## src/sv/lct_pkg.sv

```systemverilog
`default_nettype none
// ----------------------------------------------------------------------------
// LRU cache table package
// Operation codes, field widths and the command passed to the recency logic.
// ----------------------------------------------------------------------------
package lct_pkg;

    localparam int OP_W    = 2;
    localparam int KEY_W   = 32;
    localparam int VALUE_W = 32;

    typedef enum logic [OP_W-1:0] {
        OP_LOOKUP = 2'd0,
        OP_INSERT = 2'd1,
        OP_ERASE  = 2'd2,
        OP_NOP    = 2'd3
    } op_t;

    typedef struct packed {
        logic promote;
        logic insert;
        logic erase;
    } lct_cmd_t;

endpackage
`default_nettype wire

```

## src/sv/lru_cache_table_top.sv

```systemverilog
`default_nettype none
// ----------------------------------------------------------------------------
// LRU cache table
// Fully associative key-value store with least-recently-used replacement.
// A request is taken on any cycle; busy stays low. Its result strobe done is
// registered from the request-valid register, one result per request. The key
// compare over all entries and the rank update run while that register is set.
// Reset clears all valid marks at once; there is no clearing pass.
// ----------------------------------------------------------------------------
module lru_cache_table_top #(
    parameter int CAPACITY = 16
) (
    input  wire logic                        clk,
    input  wire logic                        rst_n,
    input  wire logic                        start,
    output logic                             busy,
    input  wire logic [lct_pkg::OP_W-1:0]    op,
    input  wire logic [lct_pkg::KEY_W-1:0]   key,
    input  wire logic [lct_pkg::VALUE_W-1:0] value,
    output logic                             done,
    output logic                             found,
    output logic      [lct_pkg::VALUE_W-1:0] value_out,
    output logic                             evicted
);

    import lct_pkg::*;

    localparam int IW = (CAPACITY > 1) ? $clog2(CAPACITY) : 1;

    logic               req_valid_reg;
    op_t                op_reg;
    logic [KEY_W-1:0]   key_reg;
    logic [VALUE_W-1:0] value_reg;

    logic               done_reg;
    logic               found_reg;
    logic               evicted_reg;
    logic               lookup_hit_reg;
    logic               found_next;
    logic               evicted_next;
    logic               lookup_hit_next;

    logic [CAPACITY-1:0] hit;
    logic [CAPACITY-1:0] valid;
    logic [IW-1:0]       hit_idx;
    logic [IW-1:0]       wr_idx;
    logic                full;
    logic                hit_any;
    lct_cmd_t            cmd;
    logic [VALUE_W-1:0]  rdata;

    always_ff @(posedge clk or negedge rst_n)
    begin
        if (!rst_n)
        begin
            req_valid_reg  <= 1'b0;
            done_reg       <= 1'b0;
            found_reg      <= 1'b0;
            evicted_reg    <= 1'b0;
            lookup_hit_reg <= 1'b0;
        end
        else
        begin
            req_valid_reg  <= start && !busy;
            done_reg       <= req_valid_reg;
            found_reg      <= found_next;
            evicted_reg    <= evicted_next;
            lookup_hit_reg <= lookup_hit_next;
        end
    end

    always_ff @(posedge clk)
    begin
        if (start && !busy)
        begin
            op_reg    <= op_t'(op);
            key_reg   <= key;
            value_reg <= value;
        end
    end

    always_comb
    begin
        hit_any         = |hit;
        cmd             = '0;
        found_next      = 1'b0;
        lookup_hit_next = 1'b0;
        if (req_valid_reg)
        begin
            case (op_reg)
                OP_LOOKUP:
                begin
                    found_next      = hit_any;
                    lookup_hit_next = hit_any;
                    cmd.promote     = hit_any;
                end
                OP_INSERT:
                begin
                    found_next  = hit_any;
                    cmd.promote = hit_any;
                    cmd.insert  = !hit_any;
                end
                OP_ERASE:
                begin
                    found_next = hit_any;
                    cmd.erase  = hit_any;
                end
                default:
                begin
                    found_next = 1'b0;
                end
            endcase
        end
        evicted_next = cmd.insert && full;
    end

    lct_key_cam #(
        .CAPACITY (CAPACITY)
    ) u_key_cam (
        .clk     (clk),
        .key     (key_reg),
        .valid   (valid),
        .we      (cmd.insert),
        .wr_idx  (wr_idx),
        .hit     (hit),
        .hit_idx (hit_idx)
    );

    lct_recency #(
        .CAPACITY (CAPACITY)
    ) u_recency (
        .clk    (clk),
        .rst_n  (rst_n),
        .cmd    (cmd),
        .hit    (hit),
        .valid  (valid),
        .full   (full),
        .wr_idx (wr_idx)
    );

    lct_ram #(
        .WIDTH (VALUE_W),
        .DEPTH (CAPACITY)
    ) u_value_ram (
        .clk   (clk),
        .we    (cmd.insert),
        .waddr (wr_idx),
        .wdata (value_reg),
        .re    (lookup_hit_next),
        .raddr (hit_idx),
        .rdata (rdata)
    );

    assign busy      = 1'b0;
    assign done      = done_reg;
    assign found     = found_reg;
    assign evicted   = evicted_reg;
    assign value_out = lookup_hit_reg ? rdata : '0;

endmodule
`default_nettype wire

```

## src/sv/lct_ram.sv

```systemverilog
`default_nettype none
// ----------------------------------------------------------------------------
// Generic RAM
// One write port and one read port with registered read data.
// ----------------------------------------------------------------------------
module lct_ram #(
    parameter int WIDTH = 32,
    parameter int DEPTH = 16,
    localparam int AW = (DEPTH > 1) ? $clog2(DEPTH) : 1
) (
    input  wire logic             clk,
    input  wire logic             we,
    input  wire logic [AW-1:0]    waddr,
    input  wire logic [WIDTH-1:0] wdata,
    input  wire logic             re,
    input  wire logic [AW-1:0]    raddr,
    output logic      [WIDTH-1:0] rdata
);

    logic [WIDTH-1:0] mem_reg [DEPTH];
    logic [WIDTH-1:0] rdata_reg;

    always_ff @(posedge clk)
    begin
        if (we)
        begin
            mem_reg[waddr] <= wdata;
        end
        if (re)
        begin
            rdata_reg <= mem_reg[raddr];
        end
    end

    assign rdata = rdata_reg;

endmodule
`default_nettype wire

```

## src/sv/lct_key_cam.sv

```systemverilog
`default_nettype none
// ----------------------------------------------------------------------------
// LRU cache table key store
// Holds the keys in registers and compares all valid entries in parallel.
// ----------------------------------------------------------------------------
module lct_key_cam #(
    parameter int CAPACITY = 16,
    localparam int IW = (CAPACITY > 1) ? $clog2(CAPACITY) : 1
) (
    input  wire logic                      clk,
    input  wire logic [lct_pkg::KEY_W-1:0] key,
    input  wire logic [CAPACITY-1:0]       valid,
    input  wire logic                      we,
    input  wire logic [IW-1:0]             wr_idx,
    output logic      [CAPACITY-1:0]       hit,
    output logic      [IW-1:0]             hit_idx
);

    import lct_pkg::*;

    logic [KEY_W-1:0] key_reg [CAPACITY];

    always_ff @(posedge clk)
    begin
        if (we)
        begin
            key_reg[wr_idx] <= key;
        end
    end

    always_comb
    begin
        hit     = '0;
        hit_idx = '0;
        for (int i = 0; i < CAPACITY; i++)
        begin
            hit[i] = valid[i] && (key_reg[i] == key);
            if (hit[i])
            begin
                hit_idx = hit_idx | IW'(i);
            end
        end
    end

endmodule
`default_nettype wire

```

## src/sv/lct_recency.sv

```systemverilog
`default_nettype none
// ----------------------------------------------------------------------------
// LRU cache table recency tracker
// Keeps valid marks, recency ranks and the entry count, and picks the slot
// that a new key goes into.
// ----------------------------------------------------------------------------
module lct_recency #(
    parameter int CAPACITY = 16,
    localparam int IW = (CAPACITY > 1) ? $clog2(CAPACITY) : 1,
    localparam int CW = $clog2(CAPACITY + 1)
) (
    input  wire logic              clk,
    input  wire logic              rst_n,
    input  wire lct_pkg::lct_cmd_t cmd,
    input  wire logic [CAPACITY-1:0] hit,
    output logic      [CAPACITY-1:0] valid,
    output logic                     full,
    output logic      [IW-1:0]       wr_idx
);

    import lct_pkg::*;

    logic [CAPACITY-1:0] valid_reg;
    logic [CAPACITY-1:0] valid_next;
    logic [IW-1:0]       rank_reg  [CAPACITY];
    logic [IW-1:0]       rank_next [CAPACITY];
    logic [CW-1:0]       count_reg;
    logic [CW-1:0]       count_next;

    logic [IW-1:0]       hit_rank;
    logic [CAPACITY-1:0] victim;
    logic [CAPACITY-1:0] free_sel;
    logic [CAPACITY-1:0] slot;
    logic                taken;

    always_ff @(posedge clk or negedge rst_n)
    begin
        if (!rst_n)
        begin
            valid_reg <= '0;
            count_reg <= '0;
            for (int i = 0; i < CAPACITY; i++)
            begin
                rank_reg[i] <= '0;
            end
        end
        else
        begin
            valid_reg <= valid_next;
            count_reg <= count_next;
            for (int i = 0; i < CAPACITY; i++)
            begin
                rank_reg[i] <= rank_next[i];
            end
        end
    end

    always_comb
    begin
        hit_rank = '0;
        free_sel = '0;
        taken    = 1'b0;
        wr_idx   = '0;
        for (int i = 0; i < CAPACITY; i++)
        begin
            if (hit[i])
            begin
                hit_rank = hit_rank | rank_reg[i];
            end
            victim[i] = valid_reg[i] && (rank_reg[i] == IW'(CAPACITY - 1));
            if (!valid_reg[i] && !taken)
            begin
                free_sel[i] = 1'b1;
                taken       = 1'b1;
            end
        end

        full = (count_reg == CW'(CAPACITY));
        slot = full ? victim : free_sel;
        for (int i = 0; i < CAPACITY; i++)
        begin
            if (slot[i])
            begin
                wr_idx = wr_idx | IW'(i);
            end
        end

        valid_next = valid_reg;
        count_next = count_reg;
        for (int i = 0; i < CAPACITY; i++)
        begin
            rank_next[i] = rank_reg[i];
        end

        if (cmd.promote)
        begin
            for (int i = 0; i < CAPACITY; i++)
            begin
                if (hit[i])
                begin
                    rank_next[i] = '0;
                end
                else if (valid_reg[i] && (rank_reg[i] < hit_rank))
                begin
                    rank_next[i] = rank_reg[i] + 1'b1;
                end
            end
        end
        else if (cmd.insert)
        begin
            for (int i = 0; i < CAPACITY; i++)
            begin
                if (slot[i])
                begin
                    valid_next[i] = 1'b1;
                    rank_next[i]  = '0;
                end
                else if (valid_reg[i])
                begin
                    rank_next[i] = rank_reg[i] + 1'b1;
                end
            end
            if (!full)
            begin
                count_next = count_reg + 1'b1;
            end
        end
        else if (cmd.erase)
        begin
            for (int i = 0; i < CAPACITY; i++)
            begin
                if (hit[i])
                begin
                    valid_next[i] = 1'b0;
                    rank_next[i]  = '0;
                end
                else if (valid_reg[i] && (rank_reg[i] > hit_rank))
                begin
                    rank_next[i] = rank_reg[i] - 1'b1;
                end
            end
            count_next = count_reg - 1'b1;
        end
    end

    assign valid = valid_reg;

endmodule
`default_nettype wire

```

## config.mk

```make
export PLATFORM = sky130hd
export DESIGN_NAME = lru_cache_table_top
export DESIGN_NICKNAME = d
export VERILOG_FILES = /design/src/sv/lct_pkg.sv /design/src/sv/lru_cache_table_top.sv /design/src/sv/lct_ram.sv /design/src/sv/lct_key_cam.sv /design/src/sv/lct_recency.sv
export SDC_FILE = /design/constraint.sdc
export NUM_CORES = 2
export LEC_CHECK = 0
export BUFFER_PORTS_ARGS = -buffer_cell sky130_fd_sc_hd__buf_2
export CAP_MARGIN = 20
export CORE_MARGIN = 1.5
export CORE_UTILIZATION = 55
export CTS_BUF_LIST = sky130_fd_sc_hd__clkbuf_8 sky130_fd_sc_hd__clkbuf_16
export DETAILED_ROUTE_END_ITERATION = 10
export PLACE_DENSITY_LB_ADDON = 0.12
export SLEW_MARGIN = 20
export SYNTH_ARGS = -nofsm -noshare
export SYNTH_HDL_FRONTEND = slang
export SYNTH_SLANG_ARGS = --single-unit
```

## constraint.sdc

```tcl
create_clock -name clk -period 16.9 [get_ports clk]
set_clock_uncertainty 0.1 [all_clocks]
set_input_delay 1.69 -clock clk [delete_from_list [all_inputs] [get_ports clk]]
set_output_delay 1.69 -clock clk [all_outputs]
set_load 0.01 [all_outputs]
```

# == Word-level counts from Yosys, hierarchy flattened ==
# Memory sizes are Yosys's and may differ from the RTL's. A register that Yosys moved wholly into a read port is not among the register bits.
# Index checks and enable logic that the tools add are counted.
# totals
memories,2
register_bits,156
input_bits,69
out_inout_bits,36
ram_bits,1024
romBits,0
latchBits,0
wordCells,614
# classes
n_mul,0
bitwise,16
shifts,0
magnitude_cmp,32
div_mod_pow,0
n_reduce_logical,181
n_eq_ne,84
n_addsub,34
muxes,224
# memory_table
memory,words,width,read_ports,rd_clocked_by_memory_dff,wr,line,rtl
u_key_cam.key_reg,16,32,16,0,1,lct_key_cam.sv:21,logic [KEY_W-1:0] key_reg [CAPACITY];
u_value_ram.mem_reg,16,32,1,1,1,lct_ram.sv:20,logic [WIDTH-1:0] mem_reg [DEPTH];
# op_table
cell,n
$eq A32 B32 Y1,16
$mux W4,128
$mux W64,3
$reduce_and A4 Y1,32
$logic_and A1 B1 Y1,80
$mux W1,73
$add A4 B1 Y4 const B,16
$eq A4 B4 Y1 const B,16
$gt A4 B4 Y1,16
$lt A4 B4 Y1,16
$ne A4 B1 Y1 const B,16
$reduce_bool A4 Y1,16
$sub A4 B1 Y4 const B,16
$or A4 B4 Y4,15
$mux W16,3
$ne A3 B2 Y1 const B,16
$reduce_bool A2 Y1,17
$mux W32,1
$ne A2 B1 Y1 const B,16
$logic_not A1 Y1,30
$mux W3,9
$reduce_or A16 Y1,1
$mux W5,3
$mux W2,4
other kinds (12),12

# == Depth between registers and ports, before layout ==
# depth
word_depth,61
depth_mapped,23
ltp_nobuf,20

# == Hierarchy ==
# From an unflattened synthesis, not the netlist that was laid out.
# unflattened
hier_cells,3453
area_unflattened_um2,53233.6
# by_module_without_submodules
module,n_inst,seq_area_each_um2,area_each_um2,cells_per_inst
lct_key_cam,1,15374.7,21672.0,1322
lct_ram,1,16335.7,20156.8,838
lct_recency,1,2127.0,8961.1,1169
lru_cache_table_top,1,2107.0,2443.6,124

# == Worst setup path after synthesis ==
# Ideal clock, no wire load.
# synth_timing
path_kind,flip-flop to flip-flop
start,reg key_reg[20]
end,"mem u_key_cam.key_reg[14][0], enable pin"
setup_slack_ps,6619
stages_incl_launch_ff,14
synth_period_minus_slack_ps,10281
required_ps,16134
setup_ps,666
arrival_time_ps,9515
path_cell_list,edfxtp_1 buf_4 buf_6 xor2_1 nor4_1 nand4b_1 nor4_1 or4_1 buf_2 nor2_2 inv_2 buf_2 or3_1 nor4b_1
# synth_via
elab_chain_len,8
elab_cells_between_ends,38
cone_classes,eq/ne (16); mux (4); reduce/logical (18)
# synth_rtl
element,line,rtl
from (decl),lru_cache_table_top.sv:32,logic [KEY_W-1:0] key_reg;
from (signal assigned),lru_cache_table_top.sv:77,key_reg <= key;
$eq A32 B32 Y1,lct_key_cam.sv:37,hit[i] = valid[i] && (key_reg[i] == key);
$logic_and A1 B1 Y1,lct_key_cam.sv:37,
$reduce_or A16 Y1 *,lru_cache_table_top.sv:84,hit_any = |hit;
$logic_not A1 Y1 *,lru_cache_table_top.sv:101,cmd.insert = !hit_any;
$mux W1 *,lru_cache_table_top.sv:90,case (op_reg)
$mux W3 *,lru_cache_table_top.sv:88,if (req_valid_reg)
$mux W1 *,lct_key_cam.sv:25,if (we)
$mux W1 (implied by the code) *,lct_key_cam.sv:27,key_reg[wr_idx] <= key;
to (decl),lct_key_cam.sv:21,
# Every way passes the cells marked *; elsewhere a longest branch is shown, timed or not.

# == Worst setup path in the final report ==
# layout_timing
start,reg key_reg[5]
end,"reg u_value_ram.rdata_reg[25] (netlist: u_value_ram.rdata[25]), read port of u_value_ram.mem_reg, data pin"
# layout_via
elab_chain_len,17
elab_cells_between_ends,50
cone_classes,eq/ne (16); mux (17); reduce/logical (17)
# layout_rtl
element,line,rtl
$eq A32 B32 Y1,lct_key_cam.sv:37,
$logic_and A1 B1 Y1,lct_key_cam.sv:37,
$mux W1,lct_key_cam.sv:38,if (hit[i])
$mux W2 (2 in a row),lct_key_cam.sv:38,
$mux W3 (4 in a row),lct_key_cam.sv:38,
$mux W4 (8 in a row),lct_key_cam.sv:38,
to (decl),lct_ram.sv:21,logic [WIDTH-1:0] rdata_reg;
# Several ways; a longest one is shown, not always the timed one.
# A chain may end at the register's enable or synchronous reset.

==> results.json <==
{
  "power.leakage_nw": 22.2,
  "htree_levels": 4,
  "finalSetupTns_ps": 0,
  "drc": 0,
  "hold_violations": 0,
  "cap_viol_max_count": 0,
  "synth_edf_count": 1122,
  "synthesis.area_um2": 56000,
  "crit_path_start": "key_reg[5]",
  "reg2reg_from": "key_reg[5]",
  "cts-resized-gates": 0,
  "synth.avg_cell_area_um2": 13.9,
  "die_y_um": 322,
  "dpl-instance-area_um2": 57900,
  "cts_tree": "yes",
  "final_cell_area_um2": 62000,
  "fmax_mhz": 164,
  "synth_ff_type": "edfxtp_1",
  "grt_pass1_wl_um": 218000,
  "post_drt_via_cell_ratio": 6.24,
  "crit_fanout": 67,
  "wirelength_um": 147000,
  "holdCritPathClass": "flop to flop",
  "hold-worst-slack_ps": 381,
  "std_cell_rows": 116,
  "startpoint_type": "flop",
  "ir_drop_v": 0.000116,
  "port_buffers": 103,
  "synthCells": 4033,
  "rsz0062_at_grt": "false",
  "drt_iter0_drc": 3578,
  "dp_hpwl_um": 85300,
  "die-width_um": 322,
  "crit_arrival_ps": 6420,
  "syn2layout_area_growth_pct": 10.8,
  "dr_total_vias": 35100,
  "postCtsHoldBufs": 0,
  "finalSetupViolations": 0,
  "hp-start": "req_valid_reg",
  "cts_sinks": 1212,
  "clk_latency_ps": 730,
  "synth_seq_cells": 1212,
  "drive_gt1_share_pct": 14.3,
  "core_um2": 100000,
  "slew_headroom_pct": 18.5,
  "initial_core_util_pct": 55.7,
  "fin_crit_sh_pct": 36.0,
  "required_ps": 17230,
  "drt-pass1-iter-count": 6,
  "antenna_found_initial": 1,
  "dp_cells": 5390,
  "overflow": 0,
  "io_pins": 105,
  "status": "completed",
  "grtUsageTotal_pct": 28.5,
  "syn_nets": 4202,
  "yosysSeqAreaShare_pct": 64.2,
  "diodes": 0,
  "post_drt_wl_per_cell_um": 26.1,
  "layout_commonest_cell": "edfxtp_1",
  "die_area_um2": 104000,
  "grt_max_degree": 237,
  "numCtsBuffers": 130,
  "ant_nets": 0,
  "place.gp.congestion": 0.958,
  "p_per_area_nw_per_um2": 122,
  "cts-root-buf": "clkbuf_16",
  "slew_violations": 0,
  "ys_types": 100,
  "cp-end-kind": "flop",
  "async_reset_ff_share_pct": 7.43,
  "yosys_warnings": 0,
  "finalNetCount": 4336,
  "worstMarginPinSlew_ps": 1220,
  "fin_crit_ps": 6080,
  "cts.clk_slew.worst_paths_ps": 50,
  "clockBufferDepth": 3,
  "layout_common_cells": "edfxtp_1 (1122), xor2_1 (449), nor2_1 (207)",
  "grt_pass1_vias": 34300,
  "path_class": "flop to flop",
  "cts_setup_buffers": 0,
  "fin_cells": 5618
}
## through the flow
step	total power, W	util, %	worst slack [ps]
floorplan	0.00447	-	6620
CTS	0.00758	61.7	10900
detailed placement	0.00483	57.6	10920
global placement	0.00480	57.6	10960
global route	0.00784	61.8	10580
finish	0.00756	61.8	10820
## per-layer routing
metal / vias up / global-route usage, % / wire length, µm
met5: - / 0 / 0
met4: 0 / 11.1 / 5520
met3: 337 / 4.26 / 10300
met2: 1496 / 43.8 / 66400
met1: 17500 / 41.1 / 64700
li1: 15700 / - / -
## cell type report
type,instances,area (µm²)
clock buffer,132,3300
sequential,1212,35900
multi-input combinational,2528,18600
timing repair buffer,207,1350
clock inverter,94,798
tap,1357,1700
fill,7725,38400
inverter,88,330
## cell usage after synthesis (6+ instances only)
master | count | area, µm²
o21ai_0 | 122 | 611
o2bb2ai_1 | 7 | 61.3
a22o_1 | 12 | 105
a21oi_1 | 195 | 976
edfxtp_1 | 1122 | 33700
mux2_2 | 129 | 1450
nor4_2 | 6 | 75.1
buf_6 | 48 | 541
inv_1 | 86 | 323
and3_1 | 15 | 93.8
a31oi_1 | 25 | 156
dfrtp_1 | 90 | 2250
clkbuf_1 | 80 | 300
a22oi_1 | 23 | 173
o31ai_1 | 9 | 67.6
xnor2_1 | 66 | 578
nor4_1 | 199 | 1240
o21ai_1 | 7 | 35.0
or3_1 | 14 | 87.6
nor2_1 | 225 | 845
o211ai_1 | 11 | 82.6
a21o_1 | 16 | 120
or4_1 | 20 | 150
mux2i_1 | 138 | 1380
and2_1 | 36 | 225
buf_2 | 24 | 120
nand4b_1 | 21 | 184
nor2b_1 | 21 | 131
ha_1 | 99 | 1240
a221oi_1 | 17 | 149
a21oi_2 | 7 | 61.3
o22a_1 | 6 | 52.6
o22ai_1 | 16 | 100
o21a_1 | 15 | 113
nor4b_1 | 10 | 87.6
nand4_1 | 82 | 513
buf_4 | 40 | 300
nand2b_1 | 18 | 113
xor2_1 | 449 | 3930
buf_1 | 13 | 48.8
nand3_1 | 73 | 365
nand2_1 | 118 | 443
nor3_1 | 83 | 415
a211oi_1 | 106 | 796
## where the power goes
| group | total [W] | internal (W) | switching (W) |
|---|---|---|---|
| Combinational | 0.00109 | 0.000407 | 0.000680 |
| Sequential | 0.00370 | 0.00348 | 0.000223 |
| Clock | 0.00277 | 0.00161 | 0.00115 |
| Total | 0.00756 | 0.00550 | 0.00206 |
## kinds of logic (layout without fill, tap and decap cells)
| group | count (synthesis) | count (layout) | share of synthesized area, % |
|---|---|---|---|
| AOI/OAI and AO/OA | 657 | 657 | 7.71 |
| xor gates and xnor gates | 516 | 516 | 8.08 |
| adders and majority gates | 100 | 100 | 2.25 |
| buffers and inverters | 293 | 521 | 2.93 |
| DFF | 1212 | 1212 | 64.2 |
| muxes | 272 | 272 | 5.17 |
| other | 1 | 1 | 0.00670 |
| and+or+nand+nor | 982 | 982 | 9.66 |
## path summary, 6_finish.rpt
| path | slack, ps | endpoint | cells after the start |
|---|---|---|---|
| max | 10820 | u_value_ram.rdata[25] | 15 |
| min | 380 | done | 0 |
| max reg2reg | 10820 | u_value_ram.rdata[25] | 15 |
| min reg2reg | 380 | done | 0 |
| max in group asynchronous | 14590 | u_recency.rank_reg[16] | 2 |
| min in group asynchronous | 870 | u_recency.rank_reg[61] | 1 |
## worst max-delay path, stage by stage, from the launching register on
cell and delay (ps):
edfxtp_1 330, buf_4 510, xor2_1 320, nor4_1 100, nand3_1 180, nor4_2 50
buf_4 190, or4_1 640, nor2_4 460, buf_4 780, buf_4 930, mux2_2 420
nor2_1 110, a211oi_1 70, a211oi_1 340, a21oi_1 70
No activity file was read; power rests on OpenSTA's default activity.
